### src/design/drvl_pkg.sv
// ----------------------------------------------------------------------------
// Data run VCN to LCN lookup: shared package
// Status codes, field widths and the records passed to the end-of-run unit.
// ----------------------------------------------------------------------------
`default_nettype none

package drvl_pkg;

  localparam int unsigned VCN_W = 48;
  localparam int unsigned ACC_W = 64;

  localparam logic [1:0] ST_MAPPED = 2'd0;
  localparam logic [1:0] ST_SPARSE = 2'd1;
  localparam logic [1:0] ST_BOUNDS = 2'd2;
  localparam logic [1:0] ST_END    = 2'd3;

  typedef struct packed {
    logic [ACC_W-1:0] count_accum;
    logic [ACC_W-1:0] offset_accum;
    logic [3:0]       offset_bytes;
    logic [VCN_W-1:0] running_cluster;
    logic [VCN_W-1:0] run_base;
    logic [VCN_W-1:0] held_query;
  } run_end_in_t;

  typedef struct packed {
    logic             hit;
    logic             sparse;
    logic [VCN_W-1:0] physical_cluster;
    logic [VCN_W-1:0] clusters_left;
    logic [VCN_W-1:0] running_cluster;
    logic [VCN_W-1:0] run_base;
  } run_end_out_t;

endpackage

`default_nettype wire

### src/design/drvl_run_end.sv
// ----------------------------------------------------------------------------
// Data run VCN to LCN lookup: end-of-run arithmetic
// Sign-extends the run's cluster delta, advances the absolute cluster and
// tests whether the held query falls inside the run just decoded.
// ----------------------------------------------------------------------------
`default_nettype none

module drvl_run_end (
  input  wire drvl_pkg::run_end_in_t run_in,
  output drvl_pkg::run_end_out_t     run_out
);

  logic [5:0]                 sign_pos;
  logic                       sign_bit;
  logic                       extend;
  logic [drvl_pkg::VCN_W-1:0] delta;
  logic [drvl_pkg::VCN_W-1:0] into;
  logic                       query_ge_base;

  // Only the low 48 bits of the delta reach any output; for fields of up to six bytes a
  // zero delta is exactly a zero offset field, since sign extension only ever adds ones.
  always_comb begin
    sign_pos = {run_in.offset_bytes[2:0] - 3'd1, 3'd7};
    sign_bit = run_in.offset_accum[sign_pos];
    extend   = sign_bit && (run_in.offset_bytes != 4'd0) && !run_in.offset_bytes[3];
    for (int k = 0; k < 6; k++) begin
      if (extend && (4'(k) >= run_in.offset_bytes)) begin
        delta[8*k +: 8] = 8'hFF;
      end else begin
        delta[8*k +: 8] = run_in.offset_accum[8*k +: 8];
      end
    end
  end

  assign query_ge_base = run_in.held_query >= run_in.run_base;
  assign into          = run_in.held_query - run_in.run_base;

  assign run_out.hit     = query_ge_base && ({16'd0, into} < run_in.count_accum);
  assign run_out.sparse  = run_in.offset_accum == '0;
  assign run_out.running_cluster  = run_in.running_cluster + delta;
  assign run_out.physical_cluster = run_in.running_cluster + delta + into;
  assign run_out.clusters_left    = run_in.count_accum[drvl_pkg::VCN_W-1:0] - into;
  assign run_out.run_base = run_in.run_base + run_in.count_accum[drvl_pkg::VCN_W-1:0];

endmodule

`default_nettype wire

### src/design/data_run_vcn_to_lcn_lookup_top.sv
// ----------------------------------------------------------------------------
// Data run VCN to LCN lookup: top level
// Decodes a mapping pairs list one byte per word and reports the physical
// cluster and run remainder for a queried virtual cluster.
// ----------------------------------------------------------------------------
// An accepted byte's result passes the input register, then the result register.
// Throughput: one byte per cycle; the only pause is while a result is stalled.
// Reset: synchronous; the decoder comes up idle and ignores bytes until a
// word with first_byte set, and both bound registers read as zero.
`default_nettype none

module data_run_vcn_to_lcn_lookup_top (
  input  wire logic        clk,
  input  wire logic        rst,
  input  wire logic        in_valid,
  output logic             in_stall,
  input  wire logic [7:0]  run_byte,
  input  wire logic        first_byte,
  input  wire logic [47:0] query_vcn,
  output logic             out_valid,
  input  wire logic        out_stall,
  output logic [1:0]       status,
  output logic [47:0]      physical_cluster,
  output logic [47:0]      clusters_left,
  input  wire logic        psel,
  input  wire logic        penable,
  input  wire logic        pwrite,
  input  wire logic [3:0]  paddr,
  input  wire logic [63:0] pwdata,
  output logic [63:0]      prdata,
  output logic             pready
);

  typedef enum logic [1:0] {
    PH_HEADER,
    PH_COUNT,
    PH_OFFSET
  } phase_t;

  // Configuration registers.
  logic [47:0] low_vcn;
  logic [47:0] high_vcn;

  // Input register.
  logic        ib_valid;
  logic [7:0]  ib_byte;
  logic        ib_first;
  logic [47:0] ib_query;

  // Decoder state.
  phase_t      phase, phase_next;
  logic        finished, finished_next;
  logic [3:0]  count_bytes, count_bytes_next;
  logic [3:0]  offset_bytes, offset_bytes_next;
  logic [3:0]  byte_position, byte_position_next;
  logic [63:0] count_accum, count_accum_next;
  logic [63:0] offset_accum, offset_accum_next;
  logic [47:0] running_cluster, running_cluster_next;
  logic [47:0] run_base, run_base_next;
  logic [47:0] held_query, held_query_next;

  logic        blocked;
  logic        step;
  logic        emit;
  logic [1:0]  emit_status;
  logic [47:0] emit_cluster;
  logic [47:0] emit_left;
  logic        cfg_write;
  logic [3:0]  bp_inc;

  drvl_pkg::run_end_in_t  run_in;
  drvl_pkg::run_end_out_t run_out;

  function automatic logic [63:0] put_byte(input logic [63:0] acc, input logic [3:0] pos,
                                           input logic [7:0] b);
    logic [63:0] res;
    res = acc;
    for (int k = 0; k < 8; k++) begin
      if (!pos[3] && (pos[2:0] == 3'(k))) begin
        res[8*k +: 8] = acc[8*k +: 8] | b;
      end
    end
    return res;
  endfunction

  // ---------------------------------------------------------------- APB port
  assign pready    = 1'b1;
  assign cfg_write = psel && penable && pwrite && pready;
  assign prdata    = paddr[3] ? {16'd0, high_vcn} : {16'd0, low_vcn};

  always_ff @(posedge clk) begin
    if (rst) begin
      low_vcn  <= '0;
      high_vcn <= '0;
    end else if (cfg_write) begin
      if (paddr[3]) begin
        high_vcn <= pwdata[47:0];
      end else begin
        low_vcn <= pwdata[47:0];
      end
    end
  end

  // ------------------------------------------------------------ handshaking
  assign blocked  = out_valid && out_stall;
  assign in_stall = ib_valid && blocked;
  assign step     = ib_valid && !blocked;

  always_ff @(posedge clk) begin
    if (rst) begin
      ib_valid <= 1'b0;
    end else if (!in_stall) begin
      ib_valid <= in_valid;
    end
  end

  always_ff @(posedge clk) begin
    if (in_valid && !in_stall) begin
      ib_byte  <= run_byte;
      ib_first <= first_byte;
      ib_query <= query_vcn;
    end
  end

  // ------------------------------------------------------------ decode step
  assign run_in.count_accum     = count_accum_next;
  assign run_in.offset_accum    = offset_accum_next;
  assign run_in.offset_bytes    = offset_bytes;
  assign run_in.running_cluster = running_cluster;
  assign run_in.run_base        = run_base;
  assign run_in.held_query      = held_query;

  drvl_run_end u_run_end (
    .run_in  (run_in),
    .run_out (run_out)
  );

  assign bp_inc = byte_position + 4'd1;

  always_comb begin
    phase_next           = phase;
    finished_next        = finished;
    count_bytes_next     = count_bytes;
    offset_bytes_next    = offset_bytes;
    byte_position_next   = byte_position;
    count_accum_next     = count_accum;
    offset_accum_next    = offset_accum;
    running_cluster_next = running_cluster;
    run_base_next        = run_base;
    held_query_next      = held_query;
    emit                 = 1'b0;
    emit_status          = drvl_pkg::ST_MAPPED;
    emit_cluster         = '0;
    emit_left            = '0;

    if (step) begin
      if (ib_first) begin
        held_query_next      = ib_query;
        running_cluster_next = '0;
        run_base_next        = low_vcn;
        phase_next           = PH_HEADER;
        finished_next        = 1'b0;
      end
      if (ib_first && ((ib_query < low_vcn) || (ib_query > high_vcn))) begin
        emit          = 1'b1;
        emit_status   = drvl_pkg::ST_BOUNDS;
        finished_next = 1'b1;
      end else if (ib_first || !finished) begin
        case (ib_first ? PH_HEADER : phase)
          PH_HEADER: begin
            if (ib_byte == 8'd0) begin
              emit          = 1'b1;
              emit_status   = drvl_pkg::ST_END;
              finished_next = 1'b1;
            end else begin
              count_bytes_next   = ib_byte[3:0];
              offset_bytes_next  = ib_byte[7:4];
              byte_position_next = '0;
              count_accum_next   = '0;
              offset_accum_next  = '0;
              phase_next         = (ib_byte[3:0] != 4'd0) ? PH_COUNT : PH_OFFSET;
            end
          end
          PH_COUNT: begin
            count_accum_next   = put_byte(count_accum, byte_position, ib_byte);
            byte_position_next = bp_inc;
            if (bp_inc >= count_bytes) begin
              byte_position_next = '0;
              phase_next         = PH_OFFSET;
            end
          end
          PH_OFFSET: begin
            offset_accum_next  = put_byte(offset_accum, byte_position, ib_byte);
            byte_position_next = bp_inc;
            if (bp_inc >= offset_bytes) begin
              byte_position_next = '0;
            end
          end
          default: begin
            phase_next = PH_HEADER;
          end
        endcase

        // The run is complete on its last count byte when it has no offset
        // field, or on its last offset byte.
        if (!ib_first && (((phase == PH_COUNT) && (bp_inc >= count_bytes) &&
                           (offset_bytes == 4'd0)) ||
                          ((phase == PH_OFFSET) && (bp_inc >= offset_bytes)))) begin
          phase_next           = PH_HEADER;
          running_cluster_next = run_out.running_cluster;
          if (run_out.hit) begin
            emit          = 1'b1;
            finished_next = 1'b1;
            emit_left     = run_out.clusters_left;
            if (run_out.sparse) begin
              emit_status = drvl_pkg::ST_SPARSE;
            end else begin
              emit_status  = drvl_pkg::ST_MAPPED;
              emit_cluster = run_out.physical_cluster;
            end
          end else begin
            run_base_next = run_out.run_base;
          end
        end
      end
    end
  end

  always_ff @(posedge clk) begin
    if (rst) begin
      phase         <= PH_HEADER;
      finished      <= 1'b1;
      count_bytes   <= '0;
      offset_bytes  <= '0;
      byte_position <= '0;
    end else begin
      phase         <= phase_next;
      finished      <= finished_next;
      count_bytes   <= count_bytes_next;
      offset_bytes  <= offset_bytes_next;
      byte_position <= byte_position_next;
    end
  end

  always_ff @(posedge clk) begin
    count_accum     <= count_accum_next;
    offset_accum    <= offset_accum_next;
    running_cluster <= running_cluster_next;
    run_base        <= run_base_next;
    held_query      <= held_query_next;
  end

  // --------------------------------------------------------- result register
  always_ff @(posedge clk) begin
    if (rst) begin
      out_valid <= 1'b0;
    end else if (emit) begin
      out_valid <= 1'b1;
    end else if (!out_stall) begin
      out_valid <= 1'b0;
    end
  end

  always_ff @(posedge clk) begin
    if (emit) begin
      status           <= emit_status;
      physical_cluster <= emit_cluster;
      clusters_left    <= emit_left;
    end
  end

  // -------------------------------------------------------------- assertions
  a_hold_input: assert property (@(posedge clk) disable iff (rst)
    (ib_valid && blocked) |=> ib_valid)
    else $error("Input word lost while the result register was stalled.");

  a_no_cluster: assert property (@(posedge clk) disable iff (rst)
    (out_valid && (status == drvl_pkg::ST_SPARSE || status == drvl_pkg::ST_BOUNDS ||
                   status == drvl_pkg::ST_END)) |-> (physical_cluster == '0))
    else $error("Cluster reported for a sparse or unmatched lookup.");

  a_no_left: assert property (@(posedge clk) disable iff (rst)
    (out_valid && (status == drvl_pkg::ST_BOUNDS || status == drvl_pkg::ST_END))
      |-> (clusters_left == '0))
    else $error("Run remainder reported for an unmatched lookup.");

  a_emit_idles: assert property (@(posedge clk) disable iff (rst)
    emit |=> (finished && out_valid))
    else $error("Decoder kept running after giving its result.");

  a_count_phase: assert property (@(posedge clk) disable iff (rst)
    (phase == PH_COUNT) |-> (count_bytes != 4'd0))
    else $error("Count field entered with an empty count length.");

endmodule

`default_nettype wire
### config.mk
export PLATFORM = sky130hd
export DESIGN_NAME = data_run_vcn_to_lcn_lookup_top
export DESIGN_NICKNAME = d
export VERILOG_FILES = /design/src/design/drvl_pkg.sv /design/src/design/drvl_run_end.sv /design/src/design/data_run_vcn_to_lcn_lookup_top.sv
export SDC_FILE = /design/constraint.sdc
export NUM_CORES = 2
export LEC_CHECK = 0
export ABC_AREA = 1
export BUFFER_PORTS_ARGS = -buffer_cell sky130_fd_sc_hd__buf_4
export CORE_MARGIN = 1
export CORE_UTILIZATION = 50
export CTS_BUF_LIST = sky130_fd_sc_hd__clkbuf_4 sky130_fd_sc_hd__clkbuf_8 sky130_fd_sc_hd__clkbuf_16
export CTS_CLUSTER_SIZE = 24
export DETAILED_ROUTE_END_ITERATION = 8
export HOLD_SLACK_MARGIN = 0.05
export PLACE_DENSITY_LB_ADDON = 0.3
export SETUP_SLACK_MARGIN = 0.4
export SLEW_MARGIN = 20
export SYNTH_ARGS = -nofsm -noshare
export SYNTH_HDL_FRONTEND = slang
export SYNTH_SLANG_ARGS = --single-unit
### constraint.sdc
create_clock -name clk -period 9.68 [get_ports clk]
set_input_delay 0.968 -clock clk [delete_from_list [all_inputs] [get_ports clk]]
set_output_delay 0.968 -clock clk [all_outputs]
set_load 0.05 [all_outputs]
## Yosys cells after proc, flatten, opt, wreduce, memory -nomap -nowiden

Cells that the tools add are included.

| operators by class | value |
|---|---|
| muxes and demuxes | 79 |
| reduce and logical (&&, ||, !) cells | 53 |
| $add $sub $neg | 7 |
| bitwise logic cells | 23 |
| magnitude comparators | 13 |
| equality and inequality tests | 13 |

Operators by type and width:

| operator | count |
|---|---|
| $mux W64 | 8 |
| $mux W48 | 10 |
| $pmux W64 S2 | 2 |
| $mux W8 | 22 |
| $add A48 B48 Y48 | 3 |
| $or A8 B8 Y8 | 16 |
| $sub A48 B48 Y48 | 2 |
| $logic_not A64 Y1 | 1 |
| $lt A48 B64 Y1 | 1 |
| $ge A48 B48 Y1 | 1 |
| $gt A48 B48 Y1 | 1 |
| $lt A48 B48 Y1 | 1 |
| $logic_and A1 B1 Y1 | 28 |
| $mux W2 | 13 |
| $mux W1 | 18 |
| $eq A3 B3 Y1 const B | 4 |
| $mux W4 | 3 |
| $pmux W4 S3 | 1 |
| $reduce_and A5 Y1 | 2 |
| $ge A1 B4 Y1 const A | 2 |
| $ge A2 B4 Y1 const A | 2 |
| $ge A3 B4 Y1 const A | 2 |
| $ge A4 B4 Y1 | 2 |
| $logic_not A8 Y1 | 1 |
| other kinds (23) | 42 |

| storage, ports and cells | value |
|---|---|
| output and inout bits | 165 |
| register bits after elaboration | 540 |
| word-level logic and storage cells | 209 |
| bits of input ports | 132 |

## Depth between registers and ports, before layout

| depth | value |
|---|---|
| word-level depth | 17 |
| mapped depth | 52 |

## Cells and area by module

From an unflattened synthesis, not the netlist that was laid out.

| second synthesis, totals | value |
|---|---|
| cells, all modules | 6680 |
| area total of the unflattened synthesis | 45411.1 um^2 |

By module, submodules not included:

| module | times used | area each (um^2) | cells each |
|---|---|---|---|
| data_run_vcn_to_lcn_lookup_top | 1 | 29158.0 | 3857 |
| drvl_run_end | 1 | 16253.1 | 2823 |

## Worst setup path after synthesis

No wires, ideal clock.

| path | value |
|---|---|
| kind | input-to-reg |
| start | in out_stall |
| end | reg physical_cluster[46] (data pin) |
| path slack | 0.547 ns |
| setup time | 0.254 ns |
| path buffers | 1 |
| stages | 34 |
| data arrival time | 8.878 ns |
| cells stage by stage | nand2_1 > inv_1 > nor2_2 > clkbuf_1 > nand3_1 > nand3_1 > nand3_1 > nand3_1 > nand2_1 > nand3_1 > inv_1 > nand2_1 > nand2_1 > ha_1 > a21oi_1 > inv_1 > a31oi_1 > a21boi_0 > o21ai_1 > a21oi_1 > o21ai_1 > a21boi_0 > xnor2_1 > ha_1 > nand2_1 > nor2_1 > nand2_1 > o221ai_1 > a21oi_1 > o31ai_1 > inv_1 > o31ai_1 > nor2_1 > o21a_1 |

| between the ends | value |
|---|---|
| cells in the longest elaborated chain, start to end | 12 |

Ends and longest elaborated chain:

| what | RTL line | source |
|---|---|---|
| start, declared | data_run_vcn_to_lcn_lookup_top.sv:21 | `input wire logic out_stall,` |
| $logic_and A1 B1 Y1 * | data_run_vcn_to_lcn_lookup_top.sv:105 | `assign blocked = out_valid && out_stall;` |
| $logic_not A1 Y1 * | data_run_vcn_to_lcn_lookup_top.sv:107 | `assign step = ib_valid && !blocked;` |
| $logic_and A1 B1 Y1 * | data_run_vcn_to_lcn_lookup_top.sv:107 |  |
| named net step | data_run_vcn_to_lcn_lookup_top.sv:63 | `logic step;` |
| $mux W64 | data_run_vcn_to_lcn_lookup_top.sv:156 | `if (step) begin` |
| $bmux W1 S3 | drvl_run_end.sv:24 | `sign_bit = run_in.offset_accum[sign_pos];` |
| $mux W1 (implied by the code) | drvl_run_end.sv:24 |  |
| $logic_and A1 B1 Y1 (2 in series) | drvl_run_end.sv:25 | `extend = sign_bit && (run_in.offset_bytes != 4'd0) && !run_in.offset_bytes[3];` |
| $logic_and A1 B1 Y1 | drvl_run_end.sv:27 | `if (extend && (4'(k) >= run_in.offset_bytes)) begin` |
| $mux W8 | drvl_run_end.sv:27 |  |
| $add A48 B48 Y48 (2 in series) | drvl_run_end.sv:41 | `assign run_out.physical_cluster = run_in.running_cluster + delta + into;` |
| end signal, assigned | data_run_vcn_to_lcn_lookup_top.sv:267 | `physical_cluster <= emit_cluster;` |
| end, declared | data_run_vcn_to_lcn_lookup_top.sv:23 | `output logic [47:0] physical_cluster,` |

The timed path passes the listed nets; every way through them passes the cells marked *. The select of a mux whose other input is x is not followed.
A chain may end at the register's enable or synchronous reset.

## Worst setup path after layout

| path | value |
|---|---|
| start | reg ib_query[47] |
| end | reg physical_cluster[47] (data pin) |

RTL lines:

| what | RTL line | source |
|---|---|---|
| start, declared | data_run_vcn_to_lcn_lookup_top.sv:48 | `logic [47:0] ib_query;` |
| start signal, assigned | data_run_vcn_to_lcn_lookup_top.sv:121 | `ib_query <= query_vcn;` |
| $lt A48 B48 Y1 / $gt A48 B48 Y1 (equally long branches) | data_run_vcn_to_lcn_lookup_top.sv:164 | `if (ib_first && ((ib_query < low_vcn) \|\| (ib_query > high_vcn))) begin` |
| $logic_or A1 B1 Y1 * | data_run_vcn_to_lcn_lookup_top.sv:164 |  |
| $logic_and A1 B1 Y1 * | data_run_vcn_to_lcn_lookup_top.sv:164 |  |
| $mux W64 * | data_run_vcn_to_lcn_lookup_top.sv:164 |  |
| $mux W64 * | data_run_vcn_to_lcn_lookup_top.sv:156 |  |
| named net offset_accum_next[16] | data_run_vcn_to_lcn_lookup_top.sv:57 | `logic [63:0] offset_accum, offset_accum_next;` |
| $mux W8 | drvl_run_end.sv:27 |  |
| $add A48 B48 Y48 (2 in series) | drvl_run_end.sv:41 |  |

Marks and branches as above.

==> impl_metrics.json <==
{
  "highest_layer": "met5",
  "coreArea_um2": 78000,
  "grt_pass1_wl_um": 191000,
  "cts_hold_buf": 0,
  "mostFrequentLayoutCells": "902 x nand2_1, 742 x inv_1, 535 x a21oi_1",
  "period_share_pct": 88.5,
  "max_slew_margin_pct": 29.9,
  "die_w_um": 283,
  "cp-end-kind": "flop",
  "p_clk_share_pct": 32.7,
  "dp_hpwl_um": 97500,
  "synth_top_area_cell": "edfxtp_1",
  "power.leakage_uw": 0.0200,
  "cts_root_buf": "clkbuf_16",
  "period_minus_slack_ps": 8570,
  "max_stage_delay_ps": 500,
  "ant_nets": 0,
  "cts.clk_slew.worst_paths_ps": 60,
  "tightest_slew_ps": 1050,
  "fillers": 7289,
  "intPower_uw": 4930,
  "antenna_found_initial": 1,
  "hold_viol_final": 0,
  "cap_viol_max_count": 0,
  "synth-seq-area-share_pct": 34.8,
  "first_pass_iters": 6,
  "grt_pass1_vias": 35100,
  "portBuffers": 260,
  "grt_overflow": 0,
  "numCtsBuffers": 66,
  "crit_path_frequent_cell": "nand2_1",
  "wl_met1_um": 54700,
  "slew_violations": 0,
  "die-area_um2": 80400,
  "ys_ff_latch": 540,
  "cts_setup_buffers": 0,
  "outcome": "completed",
  "grt_usage_pct": 30.1,
  "cp-start-kind": "flop",
  "detail_route.iter0.violations": 3108,
  "cp_max_fo": 55,
  "grt_max_degree": 106,
  "drc": 0,
  "ys_types": 66,
  "syn_inst": 5204,
  "skew_ps": 34.2,
  "worst-setup-path-type": "reg2reg",
  "routed_wl_um": 124000,
  "place.gp.congestion": 0.976,
  "hold_path.class": "reg2reg",
  "syn_avg_cell_area_um2": 7.61,
  "final_common_cell": "nand2_1",
  "fin_nets": 5962,
  "fmax_ghz": 0.117,
  "vias": 36500,
  "wl_met2_um": 56700,
  "combPwrFrac_pct": 34.1,
  "dr_wl_met3_um": 8430,
  "synth-edff-count": 299,
  "synthArstFlopShare_pct": 0,
  "die_h_um": 283,
  "wl_per_cell_um": 19.0,
  "syn-cell-area_um2": 39600,
  "yosys.area.top_type_share_pct": 22.7,
  "synth_area_leaders": "edfxtp_1 23%, ha_1 13%, dfxtp_1 12%, nand2_1 8.6%, inv_1 7.1%",
  "vias_per_cell": 5.61,
  "cts_resized": 0,
  "ios": 297,
  "cp.required_ps": 10040,
  "fin_setup_tns_ps": 0,
  "h-tree-depth": 3,
  "cts_sinks": 540,
  "cts_tree": "done",
  "grt_setup_unrepaired": "false",
  "ys.flop_type": "edfxtp_1",
  "seq_power_share_pct": 33.2,
  "antenna-diode-count": 0,
  "setup_violations": 0,
  "rows": 102,
  "swShare_pct": 36.6,
  "finish.utilization_pct": 57.2,
  "clock_latency_ps": 620,
  "ir_drop_v": 0.000152,
  "yosys_warnings": 0,
  "power_density_nw_per_um2": 174,
  "final_layout_size_suffix_gt1_share_pct": 9.75,
  "syn2layout_area_growth_pct": 12.7,
  "initial_core_util_pct": 50.8,
  "netSwitchingPower_uw": 2850,
  "clockBufferDepth": 3,
  "cp_slowest_cell": "buf_4",
  "critPathArrivalTime_ps": 8930
}
## power by group through the flow
stage / clock network (µW) / logic, µW / registers, µW
finish: 2540 / 2650 / 2580
global route: 2670 / 2920 / 2590
CTS: 2580 / 2610 / 2580
detailed placement: 0 / 2590 / 2630
global placement: 0 / 2580 / 2620
floorplan: 0 / 1850 / 2630
## per-layer routing
metal | vias to the layer above | global-route usage (%)
met5 | - | 0
met4 | 2 | 9.91
met3 | 213 | 4.03
met2 | 1227 | 49.8
met1 | 17000 | 40.4
li1 | 18100 | -
## worst max-delay path, delay by kind of cell (launching register included)
| kind | cells | cell delay (ps) |
|---|---|---|
| buffers and inverters | 3 | 950 |
| DFF | 1 | 490 |
| AOI/OAI and AO/OA | 7 | 1850 |
| adders and majority gates | 3 | 970 |
| xor gates and xnor gates | 1 | 240 |
| and+or+nand+nor | 27 | 3730 |
## synthesized netlist by cell type, drive strengths merged (8+ instances only)
cell,n
o21ai,554
buf,70
a21o,21
nor4,20
a21boi,9
nor2,408
nand4,35
o31ai,22
a211oi,13
nand2,912
nor3b,18
or2,23
dfxtp,241
edfxtp,299
o221ai,8
a31oi,106
nand3,183
and2,10
nor3,90
xor2,114
o21bai,43
o211ai,41
o21a,47
xnor2,76
inv,766
clkbuf,95
ha,401
a21oi,536
## stage by stage
stage / setup slack [ps] / total power [µW] / hold slack, ps / instances / area [µm²]
after global placement: 1230 / 5200 / 440 / 6396 / 42400
after global routing: 421 / 8170 / 471 / 6516 / 44600
after floorplan: 547 / 4480 / 428 / 5219 / 39700
after detailed placement: 1110 / 5220 / 443 / 6396 / 42400
after CTS: 1090 / 7760 / 455 / 6516 / 44600
final: 1110 / 7770 / 454 / 6516 / 44600
## final timing paths
| check | startpoint | end | slack (ps) | cells after the start |
|---|---|---|---|---|
| max reg2reg | ib_query[47]$_DFFE_PP_ | physical_cluster[47]$_SDFFCE_PP0P_ | 1110 | 41 |
| min | count_accum[48]$_DFF_P_ | count_accum[48]$_DFF_P_ | 450 | 2 |
| max | ib_query[47]$_DFFE_PP_ | physical_cluster[47]$_SDFFCE_PP0P_ | 1110 | 41 |
| min reg2reg | count_accum[48]$_DFF_P_ | count_accum[48]$_DFF_P_ | 450 | 2 |
## cell type report
type | count | area, µm² | area share, %
multi-input cells | 3744 | 22100 | 49.6
repair buffers | 302 | 2290 | 5.14
flip-flops and latches | 540 | 13800 | 30.9
clock inverters | 24 | 219 | 0.491
clock buffers | 96 | 1980 | 4.45
inverters | 770 | 2900 | 6.49
well taps | 1040 | 1300 | 2.92
## registers in the layout, summed over array words and instances (netlist names)
signal	count
high_vcn	48
out_valid	1
phase	2
held_query	48
low_vcn	48
finished	1
offset_bytes	4
offset_accum	64
physical_cluster	48
count_bytes	4
byte_position	4
ib_byte	8
ib_valid	1
running_cluster	48
ib_first	1
status	2
run_base	48
ib_query	48
clusters_left	48
count_accum	64
## cell families (layout without fill, tap and decap cells)
kind of cell             after synthesis  in the layout  share of synthesized area [%]
XOR/XNOR                             190            190                           4.20
other                                  2             17                         0.0190
adder cells (fa/ha/maj)              406            406                           12.9
AO/OA/AOI/OAI                       1422           1422                           20.0
buffers and inverters                935           1192                           9.49
AND/OR/NAND/NOR                     1706           1706                           18.4
flip-flops                           540            540                           34.8
multiplexers                           3              3                         0.0758
No activity file was read; power rests on OpenSTA's default activity.
